`src/sv/assert_macros.svh`:
```
// ---------------------------------------------------------------------------
// Assertion macros
// Concurrent assertion wrappers for the waveshaper RTL.
// ---------------------------------------------------------------------------
`ifndef ASSERT_MACROS_SVH
`define ASSERT_MACROS_SVH
`ifndef ASSERT_OFF
`define CW_ASSERT(lbl, clk, rstn, prop, msg) \
	lbl: assert property (@(posedge clk) disable iff (!(rstn)) (prop)) else $error(msg);
`define CW_ASSERT_ALWAYS(lbl, clk, prop, msg) \
	lbl: assert property (@(posedge clk) (prop)) else $error(msg);
`else
`define CW_ASSERT(lbl, clk, rstn, prop, msg)
`define CW_ASSERT_ALWAYS(lbl, clk, prop, msg)
`endif
`endif

```
`src/sv/cwdc_pkg.sv`:
```
// ---------------------------------------------------------------------------
// cwdc_pkg
// Types and constants shared by the waveshaper front end and back end.
// ---------------------------------------------------------------------------
`default_nettype none
package cwdc_pkg;
	localparam int TBL_DEPTH  = 4096;
	localparam int TBL_AW     = $clog2(TBL_DEPTH);
	localparam int COEF_DEPTH = 256;
	localparam int COEF_AW    = $clog2(COEF_DEPTH);
	localparam int Q16_SHIFT  = 16;
	localparam int Q30_SHIFT  = 30;

	localparam logic [1:0] ACT_SAMPLE = 2'd0;
	localparam logic [1:0] ACT_COEF   = 2'd1;
	localparam logic [1:0] ACT_BUILD  = 2'd2;
	localparam logic [1:0] ACT_RSVD   = 2'd3;

	localparam logic [1:0] CFG_COEF_COUNT = 2'd0;
	localparam logic [1:0] CFG_NORMALIZE  = 2'd1;
	localparam logic [1:0] CFG_DC_ON      = 2'd2;
	localparam logic [1:0] CFG_DC_COEFF   = 2'd3;

	typedef struct packed {
		logic signed [23:0] coef_value;
		logic [7:0]         coef_index;
		logic signed [23:0] sample_in;
		logic [1:0]         action;
	} item_t;

	typedef struct packed {
		logic [8:0]  coef_count;
		logic        normalize;
		logic        dc_filter_on;
		logic [15:0] dc_coeff;
	} cfg_t;
endpackage
`default_nettype wire

```
`src/sv/cwdc_front.sv`:
```
// ---------------------------------------------------------------------------
// cwdc_front
// Input acceptance: two-entry queue holding transactions for the back end.
// ---------------------------------------------------------------------------
`default_nettype none
module cwdc_front import cwdc_pkg::*; (
	input  wire logic        clk,
	input  wire logic        arst_n,
	input  wire logic        s_tvalid,
	output logic             s_tready,
	input  wire logic [63:0] s_tdata,   // action, sample_in, coef_index, coef_value, pad
	output item_t            item,
	output logic             item_valid,
	input  wire logic        item_pop
);
	item_t      buf_q [2];
	logic       wr_ptr_q, rd_ptr_q;
	logic [1:0] count_q;
	logic       push;

	assign s_tready   = (count_q != 2'd2);
	assign push       = s_tvalid && s_tready;
	assign item_valid = (count_q != 2'd0);
	assign item       = buf_q[rd_ptr_q];

	always_ff @(posedge clk) begin
		if (push) begin
			buf_q[wr_ptr_q] <= item_t'(s_tdata[57:0]);
		end
	end

	always_ff @(posedge clk or negedge arst_n) begin
		if (!arst_n) begin
			wr_ptr_q <= 1'b0;
			rd_ptr_q <= 1'b0;
			count_q  <= 2'd0;
		end else begin
			if (push) wr_ptr_q <= ~wr_ptr_q;
			if (item_pop) rd_ptr_q <= ~rd_ptr_q;
			count_q <= count_q + {1'b0, push} - {1'b0, item_pop};
		end
	end
endmodule
`default_nettype wire

```
`config.mk`:
```
export PLATFORM = sky130hd
export DESIGN_NAME = cwdc_front
export DESIGN_NICKNAME = d
export VERILOG_FILES = /design/src/sv/assert_macros.svh /design/src/sv/cwdc_pkg.sv /design/src/sv/cwdc_front.sv
export SDC_FILE = /design/constraint.sdc
export NUM_CORES = 1
export LEC_CHECK = 0
export BUFFER_PORTS_ARGS = -buffer_cell sky130_fd_sc_hd__buf_4
export CORE_ASPECT_RATIO = 0.75
export CORE_MARGIN = 2
export CORE_UTILIZATION = 40
export DETAILED_ROUTE_END_ITERATION = 6
export GPL_ROUTABILITY_DRIVEN = 0
export HOLD_SLACK_MARGIN = 0.1
export PLACE_DENSITY = 0.67
export SLEW_MARGIN = 0
export SYNTH_ARGS = -nofsm -noshare
export SYNTH_HDL_FRONTEND = slang
export SYNTH_SLANG_ARGS = --single-unit
```
`constraint.sdc`:
```
create_clock -name clk -period 3.2 [get_ports clk]
set_input_delay 0.64 -clock clk [delete_from_list [all_inputs] [get_ports clk]]
set_output_delay 0.64 -clock clk [all_outputs]
set_load 0.01 [all_outputs]
```
==> results.md <==
* Final hold vios at 0
* Avg WL per Cell at 15.8 µm
* Area contributors post-synth: edfxtp_1 (79%), mux2_2 (12%), mux2_4 (3.4%)
* VDD IR max at 682 µV
* Crit path DAT at 2.04 ns
* CTS Buf Count at 17
* GRT overflow at 0
* Final cycle utilization of the critical path at 0.837
* Post-Syn Nets at 267
* Number of distinct library cells after synthesis at 18
* Pins Over Slew Limit at 0
* Clock power share at 0.284
* Clock latency on the worst-skew pair at 0.40 ns
* RSZ-0062 raised after global routing: no
* Pwr dens at 919 nW/µm²
* Root Driver: clkbuf_16
* Synth-to-Final Area Change at 36.2%
* Max Freq at 373 MHz
* Final HPWL DP at 5190 µm
* Internal at 4.03 mW
* Total detailed-routing wirelength at 7750 µm
* CTS Buffer Depth at 2
* Max-Cap Viols at 0
* Crit Path Category: reg -> out
* Initial core utilization at 0.408
* Slew HR at 0.620
* Fraction of layout cells with a size suffix above 1 at 0.615
* P_leak at 2.30 nW
* Worst min path class: in -> reg
* Initial antenna violation count at 0
* Yosys reg bits at 120
* First drt pass iteration count at 4
* CTS tree: done
* Hold Crit Start: s_tdata[18]
* Final setup viols at 0
* Drt drc at 0
* CTS H-tree lvls at 4
* I/O Pins at 128
* RR Startpoint: count_q[0]
* Most common cell after layout, fill and taps aside: buf_4
* Logic gate share of total power at 0.301
* Clock Pin Slew Worst Setup and Hold Paths at 0.05 ns
* Crit path max fanout at 23
* Post-Synthesis Cell Area at 4430 µm²
* Core Area at 10900 µm²
* Register area share after synthesis at 0.809
* Die H at 95.1 µm
* Most frequent cells in the layout: buf_4 (126), edfxtp_1 (116), mux2_2 (48)
* NetSw at 1.51 mW
* Post-CTS setup repair buffer count at 0
* # rows at 33
* Vias in the first global route at 2421
* Worst-Margin Slew at 0.569 ns
* Initial drt markers at 99
* Sw frac at 0.273
* First-pass GRT wire length at 12200 µm
* Setup_tns at 0 ns
* CP Capture Type: primary output
* Vias at 2273
* Cell taking the most area after synthesis: edfxtp_1
* Cells after Synth at 198
* Tot Pwr at 5.54 mW
* Synthesized area per cell at 22.4 µm²
* Hold Buf Count CTS at 1
* Die W at 125 µm
* Required @ worst endpoint at 2.56 ns
* Largest net degree at the start of global routing at 25
* TritonCTS Sinks at 120
* Post-route antenna net violation count at 0
* CP Launch Type: flop
* Worst Setup SP: rd_ptr_q
* Top cell type's share of synthesized area at 0.787
* Post-cts sizing count at 0
* YS warnings at 0
* Status: finished clean
* GRT Total Usage at 0.139
* Reg power frac at 0.414
* DIE AREA at 11900 µm²
* Vias per cell at 4.63
* Minimum clock period after layout at 2.68 ns
* Nets@finish at 407
* Clk_skew at 0.00585 ns
* # port buffers at 121
* # diodes at 0
[routing by layer]
layer,track usage,up-vias,routed length (µm)
met5,0,-,0
met4,0.0583,0,53
met3,0.0814,7,777
met2,0.211,99,3630
met1,0.164,1099,3290
li1,-,1068,-
[sequential cells by signal, indices dropped and copies added, names as in the netlist]
| name | count |
|---|---|
| buf_q | 116 |
| wr_ptr_q | 1 |
| count_q | 2 |
| rd_ptr_q | 1 |
[worst max-delay path, stage by stage (launching register included)]
cell and delay (ns):
dfrtp_2 0.73, buf_4 0.37, mux2_2 0.38, buf_4 0.14
[power by group through the flow]
stage | clock, mW | sequential, mW | combinational [mW]
4_1_cts | 1.62 | 2.30 | 1.71
3_5_place_dp | 0 | 2.33 | 1.70
3_3_place_gp | 0 | 2.31 | 1.69
5_1_grt | 1.69 | 2.34 | 1.81
6_report | 1.58 | 2.29 | 1.67
2_1_floorplan | 0 | 2.26 | 1.01
[through the flow]
stage | util | cells | instance area [µm²] | hold WS [ns] | worst slack, ns
CTS | 0.555 | 491 | 6030 | 0.403 | 0.478
global placement | 0.508 | 458 | 5520 | 0.439 | 0.930
floorplan | - | 198 | 4430 | 0.344 | 0.518
global route | 0.555 | 491 | 6030 | 0.396 | 0.404
finish | 0.555 | 491 | 6030 | 0.420 | 0.523
detailed placement | 0.508 | 458 | 5520 | 0.444 | 0.932
[final timing paths]
kind | to | slack (ns) | cells past startpoint
setup / recovery | item[29] | 0.52 | 3
hold / removal | buf_q[1][18] | 0.42 | 1
setup reg to reg | buf_q[0][40] | 1.32 | 4
hold reg to reg | wr_ptr_q | 0.55 | 1
max in group asynchronous | rd_ptr_q | 2.49 | 2
min in group asynchronous | wr_ptr_q | 0.59 | 2
[kinds of logic after synthesis]
logic type,Yosys count,share of synthesized area
adder cells (fa/ha/maj),1,0.00283
XOR/XNOR,4,0.00791
multiplexers,58,0.156
AND/OR/NAND/NOR,6,0.00763
flip-flops,120,0.809
buffers and inverters,7,0.0130
AO/OA/AOI/OAI,2,0.00339
[synthesized netlist by cell type]
cell / number
a21bo_2: 1
a21oi_1: 1
and3_1: 1
buf_2: 4
buf_6: 2
buf_8: 1
dfrtp_1: 4
edfxtp_1: 116
ha_1: 1
mux2_2: 48
mux2_4: 10
nand2_1: 1
nand2b_1: 1
nor2_1: 1
nor3b_1: 1
or2_2: 1
xnor2_1: 3
xor2_1: 1
[final cells by class]
cell class,count,area [µm²]
fillers,855,4830
well taps,140,175
repair buffers,128,976
clock buffers,20,437
flip-flops and latches,120,3580
clock inverters,12,61.3
multi-input cells,71,796
Power figures use the tool's default switching activity.
